===== config.mk =====
export PLATFORM = sky130hd
export DESIGN_NAME = odometer_trip_integrator
export DESIGN_NICKNAME = d
export VERILOG_FILES = /design/src/sv/oti_pkg.sv /design/src/sv/oti_meter_step.sv /design/src/sv/oti_cfg_regs.sv /design/src/sv/odometer_trip_integrator.sv
export SDC_FILE = /design/constraint.sdc
export NUM_CORES = 1
export LEC_CHECK = 0
export BUFFER_PORTS_ARGS = -buffer_cell sky130_fd_sc_hd__buf_2
export CORE_UTILIZATION = 50
export CTS_BUF_LIST = sky130_fd_sc_hd__clkbuf_4
export DETAILED_ROUTE_END_ITERATION = 7
export PLACE_DENSITY = 0.72
export SETUP_SLACK_MARGIN = 0.05
export SLEW_MARGIN = 10
export SYNTH_ARGS = -nofsm -noshare
export SYNTH_HDL_FRONTEND = slang
export SYNTH_HIERARCHICAL = 1
export SYNTH_SLANG_ARGS = --single-unit
export TNS_END_PERCENT = 20

===== constraint.sdc =====
create_clock -name clk -period 12.6 [get_ports clk]
set_clock_uncertainty 0.1 [all_clocks]
set_input_delay 2.52 -clock clk [delete_from_list [all_inputs] [get_ports clk]]
set_output_delay 2.52 -clock clk [all_outputs]
set_load 0.1 [all_outputs]

===== src/sv/oti_pkg.sv =====
// Shared types, constants and helpers for the odometer/trip integrator.
package oti_pkg;

  // Request codes carried in req_type
  typedef enum logic [1:0] {
    REQ_ACCUM      = 2'd0,
    REQ_TRIP_RESET = 2'd1,
    REQ_INIT       = 2'd2,
    REQ_NONE       = 2'd3
  } req_t;

  // Register index (paddr[2])
  typedef enum logic {
    REG_ODO_STORED  = 1'b0,
    REG_TRIP_STORED = 1'b1
  } reg_idx_t;

  localparam int unsigned CHECKPOINT_TENTHS = 10;

  typedef logic [31:0] total_t;
  typedef logic [18:0] rem_t;   // speed*ms remainder, below 360000
  typedef logic [19:0] prod_t;  // clamped speed*ms, up to 1000000
  typedef logic [20:0] sum_t;   // remainder + product
  typedef logic [9:0]  narrow_t;
  typedef logic [3:0]  ckpt_t;

  localparam sum_t     DECI_KM_UNITS     = 21'd360000;
  localparam logic [15:0] SPEED_LIMIT_KPH   = 16'd1000;
  localparam logic [31:0] INTERVAL_LIMIT_MS = 32'd1000;
  localparam logic [4:0]  CKPT_LIMIT        = 5'(CHECKPOINT_TENTHS);

  typedef struct packed {
    total_t odometer_stored;
    total_t trip_stored;
  } cfg_regs_t;

  typedef struct packed {
    rem_t        rem;
    logic [1:0]  inc;
  } meter_res_t;

  // Saturating add of a 0..3 increment
  function automatic total_t sat_add(input total_t base, input logic [1:0] inc);
    logic [32:0] s;
    s = {1'b0, base} + {31'd0, inc};
    return s[32] ? '1 : s[31:0];
  endfunction

  // Checkpoint wrap: sum is at most CKPT_LIMIT-1+3, so three steps cover any limit
  function automatic logic [4:0] ckpt_wrap(input logic [4:0] sum);
    logic [4:0] v;
    v = sum;
    for (int i = 0; i < 3; i++) begin
      if (v >= CKPT_LIMIT) begin
        v = v - CKPT_LIMIT;
      end
    end
    return v;
  endfunction

endpackage


===== src/sv/oti_meter_step.sv =====
// One meter's remainder update: whole tenths out of remainder plus speed*ms.
module oti_meter_step (
  input  oti_pkg::rem_t       rem_i,
  input  oti_pkg::prod_t      prod_i,
  output oti_pkg::meter_res_t res_o
);

  oti_pkg::sum_t n;
  oti_pkg::sum_t sub;
  logic [1:0]    q;

  always_comb begin
    n = {2'b00, rem_i} + {1'b0, prod_i};
    // quotient is 0..3, so three compares against multiples of the unit
    if (n >= 21'(3 * oti_pkg::DECI_KM_UNITS)) begin
      q   = 2'd3;
      sub = 21'(3 * oti_pkg::DECI_KM_UNITS);
    end else if (n >= 21'(2 * oti_pkg::DECI_KM_UNITS)) begin
      q   = 2'd2;
      sub = 21'(2 * oti_pkg::DECI_KM_UNITS);
    end else if (n >= oti_pkg::DECI_KM_UNITS) begin
      q   = 2'd1;
      sub = oti_pkg::DECI_KM_UNITS;
    end else begin
      q   = 2'd0;
      sub = '0;
    end
    res_o.inc = q;
    res_o.rem = 19'(n - sub);
  end

endmodule


===== src/sv/oti_cfg_regs.sv =====
// APB-style register file holding the stored odometer and trip values.
module oti_cfg_regs (
  input  logic               clk,
  input  logic               rst_n,
  input  logic               psel,
  input  logic               penable,
  input  logic               pwrite,
  input  logic [2:0]         paddr,
  input  logic [31:0]        pwdata,
  output logic [31:0]        prdata,
  output logic               pready,
  output oti_pkg::cfg_regs_t regs_o
);

  oti_pkg::cfg_regs_t regs_r;
  oti_pkg::cfg_regs_t regs_nxt;
  oti_pkg::reg_idx_t  idx;

  assign idx    = oti_pkg::reg_idx_t'(paddr[2]);
  assign pready = 1'b1;
  assign regs_o = regs_r;

  always_comb begin
    regs_nxt = regs_r;
    if (psel && penable && pwrite && pready) begin
      case (idx)
        oti_pkg::REG_ODO_STORED:  regs_nxt.odometer_stored = pwdata;
        oti_pkg::REG_TRIP_STORED: regs_nxt.trip_stored     = pwdata;
        default: regs_nxt = regs_r;
      endcase
    end
  end

  always_comb begin
    case (idx)
      oti_pkg::REG_ODO_STORED:  prdata = regs_r.odometer_stored;
      oti_pkg::REG_TRIP_STORED: prdata = regs_r.trip_stored;
      default: prdata = '0;
    endcase
  end

  always_ff @(posedge clk) begin
    if (!rst_n) begin
      regs_r <= '0;
    end else begin
      regs_r <= regs_nxt;
    end
  end

endmodule


===== src/sv/odometer_trip_integrator.sv =====
// Top level: input register, odometer/trip update logic, result register.
// An accepted input beat goes through the input register, then the result register, to out_*.
// Throughput: one beat per cycle while out_stall is low; the update (10x10 multiply,
//   divide by 360000 in three compares, saturating add) sits between both registers.
// Reset (rst_n low, synchronous): totals, remainders, checkpoint count, moving
//   flag, stored registers and both valid flags clear; payload regs keep values.
module odometer_trip_integrator (
  input  logic        clk,
  input  logic        rst_n,
  // input channel
  input  logic        in_valid,
  output logic        in_stall,
  input  logic [1:0]  in_req_type,
  input  logic [15:0] in_speed_kph,
  input  logic [31:0] in_elapsed_ms,
  // result channel
  output logic        out_valid,
  input  logic        out_stall,
  output logic [31:0] out_odometer_deci_km,
  output logic [31:0] out_trip_deci_km,
  output logic        out_save_request,
  // configuration port
  input  logic        psel,
  input  logic        penable,
  input  logic        pwrite,
  input  logic [2:0]  paddr,
  input  logic [31:0] pwdata,
  output logic [31:0] prdata,
  output logic        pready
);

  // ---------------------------------------------------------------
  // Configuration registers
  // ---------------------------------------------------------------
  oti_pkg::cfg_regs_t cfg;

  oti_cfg_regs u_cfg (
    .clk     (clk),
    .rst_n   (rst_n),
    .psel    (psel),
    .penable (penable),
    .pwrite  (pwrite),
    .paddr   (paddr),
    .pwdata  (pwdata),
    .prdata  (prdata),
    .pready  (pready),
    .regs_o  (cfg)
  );

  // ---------------------------------------------------------------
  // Handshake: the result register frees up when empty or taken, the
  // input register moves whenever the result register can load.
  // ---------------------------------------------------------------
  logic s1_valid_r, s1_valid_nxt;
  logic out_valid_r, out_valid_nxt;
  logic out_ready;
  logic s1_fire;
  logic in_fire;

  assign out_ready = !out_valid_r || !out_stall;
  assign s1_fire   = s1_valid_r && out_ready;
  assign in_stall  = s1_valid_r && !out_ready;
  assign in_fire   = in_valid && !in_stall;
  assign out_valid = out_valid_r;

  always_comb begin
    s1_valid_nxt = s1_valid_r;
    if (in_fire) begin
      s1_valid_nxt = 1'b1;
    end else if (s1_fire) begin
      s1_valid_nxt = 1'b0;
    end
    out_valid_nxt = out_valid_r;
    if (s1_fire) begin
      out_valid_nxt = 1'b1;
    end else if (out_ready) begin
      out_valid_nxt = 1'b0;
    end
  end

  // Input register (payload, no reset)
  logic [1:0]  s1_req_r;
  logic [15:0] s1_speed_r;
  logic [31:0] s1_ms_r;

  always_ff @(posedge clk) begin
    if (in_fire) begin
      s1_req_r   <= in_req_type;
      s1_speed_r <= in_speed_kph;
      s1_ms_r    <= in_elapsed_ms;
    end
  end

  // ---------------------------------------------------------------
  // Integrator state
  // ---------------------------------------------------------------
  oti_pkg::total_t odo_total_r,  odo_total_nxt;
  oti_pkg::total_t trip_total_r, trip_total_nxt;
  oti_pkg::rem_t   odo_rem_r,    odo_rem_nxt;
  oti_pkg::rem_t   trip_rem_r,   trip_rem_nxt;
  oti_pkg::ckpt_t  ckpt_r,       ckpt_nxt;
  logic            moving_r,     moving_nxt;

  // Clamp speed (over-limit reads as stopped) and interval, then one product
  oti_pkg::narrow_t speed_c;
  oti_pkg::narrow_t ms_c;
  oti_pkg::prod_t   prod;

  assign speed_c = (s1_speed_r > oti_pkg::SPEED_LIMIT_KPH) ? '0 : s1_speed_r[9:0];
  assign ms_c    = (s1_ms_r > oti_pkg::INTERVAL_LIMIT_MS) ? 10'(oti_pkg::INTERVAL_LIMIT_MS)
                                                            : s1_ms_r[9:0];
  assign prod    = {10'd0, speed_c} * {10'd0, ms_c};

  // Each meter keeps its own remainder
  oti_pkg::meter_res_t odo_step;
  oti_pkg::meter_res_t trip_step;

  oti_meter_step u_odo_step (
    .rem_i  (odo_rem_r),
    .prod_i (prod),
    .res_o  (odo_step)
  );

  oti_meter_step u_trip_step (
    .rem_i  (trip_rem_r),
    .prod_i (prod),
    .res_o  (trip_step)
  );

  // Result register payload
  oti_pkg::total_t out_odo_r,  out_odo_nxt;
  oti_pkg::total_t out_trip_r, out_trip_nxt;
  logic            out_save_r, out_save_nxt;

  logic [4:0] ckpt_sum;
  logic       save;
  logic       moving_now;

  always_comb begin
    odo_total_nxt  = odo_total_r;
    trip_total_nxt = trip_total_r;
    odo_rem_nxt    = odo_rem_r;
    trip_rem_nxt   = trip_rem_r;
    ckpt_nxt       = ckpt_r;
    moving_nxt     = moving_r;
    save           = 1'b0;
    ckpt_sum       = {1'b0, ckpt_r} + {3'd0, odo_step.inc};
    moving_now     = (speed_c != '0);

    case (oti_pkg::req_t'(s1_req_r))
      oti_pkg::REQ_ACCUM: begin
        odo_rem_nxt    = odo_step.rem;
        trip_rem_nxt   = trip_step.rem;
        odo_total_nxt  = oti_pkg::sat_add(odo_total_r, odo_step.inc);
        trip_total_nxt = oti_pkg::sat_add(trip_total_r, trip_step.inc);
        // checkpoint: save every CHECKPOINT_TENTHS tenths of odometer distance
        if (odo_step.inc != 2'd0) begin
          if (ckpt_sum >= oti_pkg::CKPT_LIMIT) begin
            save = 1'b1;
          end
          ckpt_nxt = 4'(oti_pkg::ckpt_wrap(ckpt_sum));
        end
        // vehicle just stopped with distance pending
        if (moving_r && !moving_now && (ckpt_nxt != '0)) begin
          save     = 1'b1;
          ckpt_nxt = '0;
        end
        moving_nxt = moving_now;
      end
      oti_pkg::REQ_TRIP_RESET: begin
        trip_total_nxt = '0;
        trip_rem_nxt   = '0;
        save           = 1'b1;
      end
      oti_pkg::REQ_INIT: begin
        // all-ones in storage means never written: start from zero and save
        odo_total_nxt  = cfg.odometer_stored;
        trip_total_nxt = cfg.trip_stored;
        if (cfg.odometer_stored == '1) begin
          odo_total_nxt = '0;
          save          = 1'b1;
        end
        if (cfg.trip_stored == '1) begin
          trip_total_nxt = '0;
          save           = 1'b1;
        end
        odo_rem_nxt  = '0;
        trip_rem_nxt = '0;
        ckpt_nxt     = '0;
        moving_nxt   = 1'b0;
      end
      default: begin
        // unused code: report current totals, no change
      end
    endcase

    out_odo_nxt  = odo_total_nxt;
    out_trip_nxt = trip_total_nxt;
    out_save_nxt = save;
  end

  // Control and state registers
  always_ff @(posedge clk) begin
    if (!rst_n) begin
      s1_valid_r   <= 1'b0;
      out_valid_r  <= 1'b0;
      odo_total_r  <= '0;
      trip_total_r <= '0;
      odo_rem_r    <= '0;
      trip_rem_r   <= '0;
      ckpt_r       <= '0;
      moving_r     <= 1'b0;
    end else begin
      s1_valid_r  <= s1_valid_nxt;
      out_valid_r <= out_valid_nxt;
      if (s1_fire) begin
        odo_total_r  <= odo_total_nxt;
        trip_total_r <= trip_total_nxt;
        odo_rem_r    <= odo_rem_nxt;
        trip_rem_r   <= trip_rem_nxt;
        ckpt_r       <= ckpt_nxt;
        moving_r     <= moving_nxt;
      end
    end
  end

  // Result payload register
  always_ff @(posedge clk) begin
    if (s1_fire) begin
      out_odo_r  <= out_odo_nxt;
      out_trip_r <= out_trip_nxt;
      out_save_r <= out_save_nxt;
    end
  end

  assign out_odometer_deci_km = out_odo_r;
  assign out_trip_deci_km     = out_trip_r;
  assign out_save_request     = out_save_r;

`ifndef ASSERT_OFF
  a_ckpt_range: assert property (@(posedge clk) disable iff (!rst_n)
    {1'b0, ckpt_r} < oti_pkg::CKPT_LIMIT)
    else $error("checkpoint count out of range");

  a_rem_range: assert property (@(posedge clk) disable iff (!rst_n)
    ({2'b00, odo_rem_r} < oti_pkg::DECI_KM_UNITS) &&
    ({2'b00, trip_rem_r} < oti_pkg::DECI_KM_UNITS))
    else $error("remainder out of range");

  a_trip_reset: assert property (@(posedge clk) disable iff (!rst_n)
    (s1_fire && (s1_req_r == oti_pkg::REQ_TRIP_RESET)) |=>
      (out_valid_r && (out_trip_r == '0) && out_save_r))
    else $error("trip reset beat did not clear trip and request save");

  a_stall_src: assert property (@(posedge clk) disable iff (!rst_n)
    in_stall |-> (s1_valid_r && out_valid_r))
    else $error("input stalled with free pipeline slot");

  a_stop_clears: assert property (@(posedge clk) disable iff (!rst_n)
    (s1_fire && (s1_req_r == oti_pkg::REQ_ACCUM) && moving_r && (speed_c == '0))
      |=> (ckpt_r == '0))
    else $error("checkpoint count not cleared on stop");
`endif

endmodule

==> reports/results.tsv, run 1 <==
stage	metric	value	unit
outcome	status	finished clean	
global_route	grt_max_degree	94	
global_route	grtUsageMet2	43.6	%
timing	finalSetupViolations	0	
power_and_ir_drop	leakagePower	11.0	nW
min_path	holdCritPathClass	reg2reg	
timing	final.min_clock_period	12420	ps
layout	final.fill_count	3397	
yosys	ys.flop_type	dfxtp_1	
yosys	synth-edff-count	115	
global_route	met3_usage	5.53	%
floorplan	start_util	50.7	%
clock_network	clock_latency	810	ps
yosys	synth_area	20700	µm²
yosys	syn_inst	2302	
yosys	synth_nets	2593	
yosys	ys_warn_count	6	
power_and_ir_drop	p_int	1.61	mW
placement	dpl_cell_area	22700	µm²
setup_path	reg2reg_slack	180	ps
timing	finalHoldViolations	0	
route	totalWireLength	59700	µm
route	routed_via_density	5.86	
route	drt_iter0_markers	1547	
clock_network	clock_sinks	288	
placement	place_congestion	0.943	
floorplan	die_area	42200	µm²
clock_network	cts-root-buf	clkbuf_4	
floorplan	num_rows	74	
timing	max_freq	80.5	MHz
layout	layout_common_cells	nand2_1, buf_2, dfxtp_1, a21oi_1, nor2_1	
placement	portBuffers	188	
yosys	syn_avg_cell_area	9.00	µm²
floorplan	fp.dieH	206	µm
power_and_ir_drop	peakVddDrop	0.0882	mV
global_route	grt_pass1_wl	91500	µm
setup_path	critPathArrivalTime	12780	ps
yosys	synth_cell_type_count	96	
clock_network	path_clk_slew	70	ps
setup_path	criticalPathCategory	reg2reg	
clock_network	cts_hold_buf	0	
setup_path	critPathLaunchType	flop	
global_route	grt_most_used_layer	met2	
route	drcViolationCount	0	
route	num_vias	18771	
timing	slew_headroom	24.6	%
floorplan	core	40800	µm²
power_and_ir_drop	p_sw_share	30.0	%
global_route	grt_usage	27.3	%
flow_run	maxCapViolCount	0	
layout	stdcell_area	24600	µm²
layout	drive_above_1_share	24.3	%
yosys	async_flop_share	0	%
route	drt_first_pass_iters	7	
setup_path	critPathCaptureType	flop	
setup_path	worstPathRequired	12960	ps
timing	fin_crit_sh	98.6	%
power_and_ir_drop	p_per_area	93.7	nW/µm²
global_route	grtUsageMet1	35.0	%
route	postRouteAntennaNets	0	
power_and_ir_drop	p_sw	0.690	mW
clock_network	cts_tree	yes	
setup_path	slowest_delay	560	ps
route	avgRoutedWirePerCell	18.6	µm
floorplan	io_pins	192	
setup_path	cpMaxStageDelayCell	or4_4	
setup_path	cpMostUsedCell	inv_2	
clock_network	htree_levels	3	
floorplan	die_w	206	µm
layout	instances_no_fill	3205	
layout	final_common_cell	nand2_1	
timing	rsz0062_at_grt	true	
setup_path	cp_max_fo	7	
power_and_ir_drop	p_clk_share	40.2	%
global_route	antenna_found_initial	2	
power_and_ir_drop	p_seq_share	45.0	%
placement	dp_hpwl	43000	µm
timing	finalMaxSlewViolations	0	
layout	layout.nets	2900	
layout	area_delta_synth_final	18.7	%
yosys	yosysSeqAreaShare	33.4	%
timing	worst_slew_pin_slew	1130	ps
global_route	overflow	0	
global_route	first_global_vias	17821	
yosys	ys_seq_elements	288	
power_and_ir_drop	comb_power_share	14.8	%
clock_network	numCtsBuffers	79	
placement	dp_cells	3017	
clock_network	cts_max_path_buffers	3	
critical path, delay by kind of cell, from the launching register on:
kind | cells | cell delay [ps]
flip-flops | 1 | 370
adder cells (fa/ha/maj) | 12 | 4090
AND/OR/NAND/NOR | 11 | 2810
XOR/XNOR | 4 | 590
AO/OA/AOI/OAI | 17 | 3200
buffers and inverters | 11 | 980
power groups by stage:
stage	Clock (mW)	Sequential [mW]	Combinational (mW)
after detailed placement	0	1.06	0.334
after global routing	0.991	1.04	0.363
after global placement	0	1.05	0.329
final	0.925	1.04	0.341
after floorplan	0	1.12	0.187
after CTS	0.942	1.04	0.336
synthesized netlist by cell type (all sizes together) (7+ instances only):
cell	number	share of area, %
a2111oi	10	0.45
a211oi	17	0.71
a21boi	8	0.29
a21o	32	1.2
a21oi	164	4.0
a22oi	31	1.1
a31oi	21	0.63
and2	24	0.72
and3	23	0.69
buf	22	0.68
clkbuf	84	1.5
dfxtp	173	17
edfxtp	115	17
fa	69	6.7
ha	130	7.9
inv	158	2.9
mux2	39	2.1
mux2i	88	4.3
nand2	306	5.5
nand2b	24	0.72
nand3	34	0.88
nand3b	24	0.87
nand4	34	1.1
nor2	152	2.8
nor2b	28	0.85
nor3	34	0.87
nor3b	20	0.78
nor4	25	1.0
o211ai	13	0.52
o21a	13	0.47
o21ai	121	3.1
o21bai	16	0.62
o221a	7	0.38
o31a	10	0.42
or2	15	0.45
or3	8	0.24
or4	7	0.27
xnor2	72	3.0
xor2	32	1.4
area by class of cell:
cell class / instances / area (µm²) / share of cell area (%)
tap: 532 / 666 / 2.71
clock inverter: 15 / 136 / 0.555
timing repair buffer: 332 / 2050 / 8.32
clock buffer: 128 / 961 / 3.91
multi-input combinational: 1748 / 13300 / 53.9
sequential: 288 / 6920 / 28.1
antenna: 2 / 5.00 / 0.0204
inverter: 160 / 604 / 2.46
logic make-up (layout without fill, tap and decap cells):
family	after synthesis	count (layout)	synth area share, %
flops	288	288	33.4
xor+xnor	104	104	4.40
compound gates	546	546	17.8
mux	127	127	6.37
simple gates	771	771	18.4
fa+ha+maj	199	199	14.5
other cells	1	3	0.0181
buf+inv	266	635	5.10
through the flow:
step                power [mW]  hold slack (ps)  utilization (%)  worst slack [ps]  TNS, ps
finish                    2.30              355             60.2               180        0
CTS                       2.31              356             59.0              55.9        0
global route              2.39              372             60.2              -179     -379
global placement          1.38              338             55.5             -36.6    -36.6
floorplan                 1.31              325                -               136        0
detailed placement        1.39              348             55.5              -259     -600
state kept, by name (all words and copies together) (netlist names):
signal                count
ckpt_r                    4
moving_r                  1
odo_rem_r                19
odo_total_r              32
out_odometer_deci_km     32
out_save_request          1
out_trip_deci_km         32
out_valid                 1
s1_ms_r                  32
s1_req_r                  2
s1_speed_r               16
s1_valid_r                1
trip_rem_r               19
trip_total_r             32
u_cfg/regs_o             64
worst paths after layout:
path	to	from	depth (start not counted)
min reg2reg	trip_rem_r[0]	trip_rem_r[0]	2
max	out_save_request	s1_ms_r[26]	55
max reg2reg	out_save_request	s1_ms_r[26]	55
min	trip_rem_r[0]	trip_rem_r[0]	2
layer usage:
metal / up-vias / part of all wire [%]
met1: 8962 / 42
met2: 754 / 47
met5: - / 0
met4: 0 / 4.3
li1: 8906 / -
met3: 149 / 7.0
timing repair:
action                                  CTS  global route
buffers inserted                         22            21
resized for setup                        34            69
endpoints found under the setup margin    4             4
pin swaps                                35            56
(Power assumes the default switching activity.)
==> run 2: changes to the inputs <==
--- a/config.mk
+++ b/config.mk
@@ -9,7 +9,7 @@
 export CORE_UTILIZATION = 50
 export CTS_BUF_LIST = sky130_fd_sc_hd__clkbuf_4
 export DETAILED_ROUTE_END_ITERATION = 7
-export PLACE_DENSITY = 0.72
+export PLACE_DENSITY = 0.84
 export SETUP_SLACK_MARGIN = 0.05
 export SLEW_MARGIN = 10
 export SYNTH_ARGS = -nofsm -noshare
==> run 2 against run 1 <==
Against the previous run: global-route usage increased by 0.87 points; combinational power barely moved; routed wire length increased by 1.8%; via count up 2.3%; largest cell class unchanged; final cell count fell by 0.66%; count of clock-buffer cells in the layout down 23; sequential power about the same; critical path type unchanged.
==> reports/results.tsv, run 2 (synthesis results as in run 1) <==
stage	metric	value	unit	change
floorplan	die_area	42200	µm²	unchanged
clock_network	htree_levels	3		unchanged
floorplan	num_rows	74		unchanged
setup_path	cpMaxStageDelayCell	fa_1		
clock_network	numCtsBuffers	76		-3.8%
power_and_ir_drop	peakVddDrop	0.102	mV	+16%
layout	largest_reg_flops	64		unchanged
setup_path	critPathLaunchType	flop		
setup_path	reg2reg_slack	250	ps	+70 ps
route	postRouteAntennaNets	0		unchanged
setup_path	crit_end	out_save_request		
layout	layout_common_cells	nand2_1, buf_2, dfxtp_1, a21oi_1, inv_1		
timing	finalHoldViolations	0		unchanged
setup_path	reg2reg_depth	55		unchanged
layout	instances_no_fill	3184		-0.66%
flow_run	maxCapViolCount	0		unchanged
layout	final_common_cell	nand2_1		
route	drt_iter0_markers	1728		+12%
floorplan	core	40800	µm²	unchanged
clock_network	cts_hold_buf	0		unchanged
timing	worst_slew_pin_slew	1300	ps	+174 ps
timing	layout_setup_ws	251	ps	+71.6 ps
clock_network	path_clk_slew	70	ps	about the same
route	drcViolationCount	0		unchanged
floorplan	die_w	206	µm	unchanged
timing	rsz0062_at_grt	true		
floorplan	fp.dieH	206	µm	unchanged
floorplan	start_util	50.7	%	unchanged
placement	place_ws	-402	ps	-143 ps
global_route	grt_pass1_wl	94900	µm	+3.7%
placement	place_congestion	0.965		+2.3%
global_route	overflow	0		unchanged
power_and_ir_drop	p_seq_share	46.4	%	+1.4 points
timing	final.min_clock_period	12350	ps	-71.6 ps
placement	dp_cells	3016		-0.033%
setup_path	r2r_start	s1_ms_r[10]		
setup_path	cpMostUsedCell	fa_1		
layout	final.fill_count	3303		-2.8%
global_route	grt_usage	28.1	%	+0.87 points
setup_path	r2r_end	out_save_request		
power_and_ir_drop	p_sw	0.707	mW	+2.5%
setup_path	worstPathRequired	13030	ps	+70 ps
setup_path	criticalPathCategory	reg2reg		
clock_network	cts_tree	yes		
setup_path	cp_max_fo	4		-3
power_and_ir_drop	comb_power_share	15.3	%	+0.5 points
placement	dp_hpwl	43100	µm	+0.14%
route	drt_first_pass_iters	6		-1
outcome	status	finished clean		
clock_network	cts_max_path_buffers	3		unchanged
layout	layout.nets	2877		-0.79%
route	num_vias	19196		+2.3%
power_and_ir_drop	p_per_area	91.7	nW/µm²	-2.1%
clock_network	clock_sinks	288		unchanged
power_and_ir_drop	p_clk_share	38.2	%	-2.0 points
min_path	holdCritPathClass	reg2reg		
power_and_ir_drop	p_int	1.53	mW	-5.2%
timing	slew_headroom	13.0	%	-12 points
timing	fin_crit_sh	98.0	%	-0.57 points
power_and_ir_drop	leakagePower	10.9	nW	-1.2%
power_and_ir_drop	p_sw_share	31.6	%	+1.6 points
setup_path	critPathLaunch	s1_ms_r[10]		
floorplan	io_pins	192		unchanged
layout	area_delta_synth_final	17.8	%	
global_route	grt_max_degree	109		+16%
global_route	first_global_vias	18494		+3.8%
route	totalWireLength	60700	µm	+1.8%
setup_path	critPathArrivalTime	12780	ps	about the same
setup_path	slowest_delay	530	ps	-30 ps
timing	finalMaxSlewViolations	0		unchanged
timing	max_freq	81.0	MHz	+0.58%
route	avgRoutedWirePerCell	19.1	µm	+2.5%
clock_network	clock_latency	840	ps	+30 ps
timing	finalSetupViolations	0		unchanged
clock_network	cts-root-buf	clkbuf_4		
layout	drive_above_1_share	23.4	%	-0.86 points
placement	portBuffers	188		unchanged
route	routed_via_density	6.03		+2.9%
global_route	antenna_found_initial	3		+1
setup_path	critPathCaptureType	flop		
run 2: cell count changes in the layout (fill, tap and decap cells not counted), moves of 3 or more:
| cell | delta |
|---|---|
| clkinv_1 | +15 |
| buf_4 | -17 |
| ha_4 | +3 |
| clkinv_2 | +7 |
| buf_6 | -3 |
| xnor2_2 | +4 |
| inv_2 | -3 |
| nor2_1 | -4 |
| inv_1 | +3 |
| clkbuf_4 | -23 |
run 2: worst min path at each step:
stage | startpoint | endpoint | slack, ps | cells past startpoint
after global routing | trip_rem_r[13] | trip_rem_r[13] | 390 | 2
final | trip_rem_r[13] | trip_rem_r[13] | 360 | 2
after CTS | odo_total_r[20] | odo_total_r[20] | 360 | 2
after detailed placement | odo_total_r[20] | odo_total_r[20] | 350 | 2
after floorplan | odo_total_r[20] | odo_total_r[20] | 330 | 2
after global placement | odo_total_r[20] | odo_total_r[20] | 340 | 2
run 2: through the flow:
stage	hold slack [ps]	util (%)	power, mW	TNS (ps)	instance area (µm²)
4_1_cts	362	58.7	2.24	0	24000
3_3_place_gp	340	55.5	1.38	0	22700
6_report	360	59.8	2.24	0	24400
2_1_floorplan	325	-	1.31	0	20700
3_5_place_dp	347	55.5	1.39	-1150	22700
5_1_grt	385	59.7	2.33	-569	24400
run 2: critical path, delay by kind of cell, from the launching register on:
kind	cells	cell delay, ps
adders and majority gates	12	4150
AOI/OAI and AO/OA	17	3170
and+or+nand+nor	15	3080
buffers and inverters	8	580
DFF	1	420
xor gates and xnor gates	2	300
muxes	1	280
run 2: cell type report:
type	instances	area [µm²]	share of cell area, %
timing repair buffer	312	1890	7.73
multi-input combinational	1748	13300	54.6
tap	532	666	2.73
clock buffer	105	788	3.23
antenna	2	5.00	0.0205
sequential	288	6920	28.4
inverter	160	604	2.48
clock inverter	37	218	0.892
run 2: layer usage:
metal / vias up / GRT usage (%) / routed length, µm
met5: - / 0 / 28
met4: 4 / 13.4 / 2320
met3: 173 / 6.08 / 5280
met2: 938 / 45.0 / 28600
met1: 9218 / 36.1 / 24500
li1: 8863 / - / -
run 2: timing repair:
item,4_1_cts,5_1_grt
endpoints found under the setup margin,4,10
pin swaps,33,58
setup buffers,15,10
gates resized for setup,42,69
run 2: power groups by stage:
stage	Sequential [mW]	Clock, mW	Combinational, mW
4_1_cts	1.04	0.866	0.336
3_5_place_dp	1.06	0	0.332
3_3_place_gp	1.05	0	0.324
5_1_grt	1.04	0.921	0.364
2_1_floorplan	1.12	0	0.187
6_report	1.04	0.855	0.343
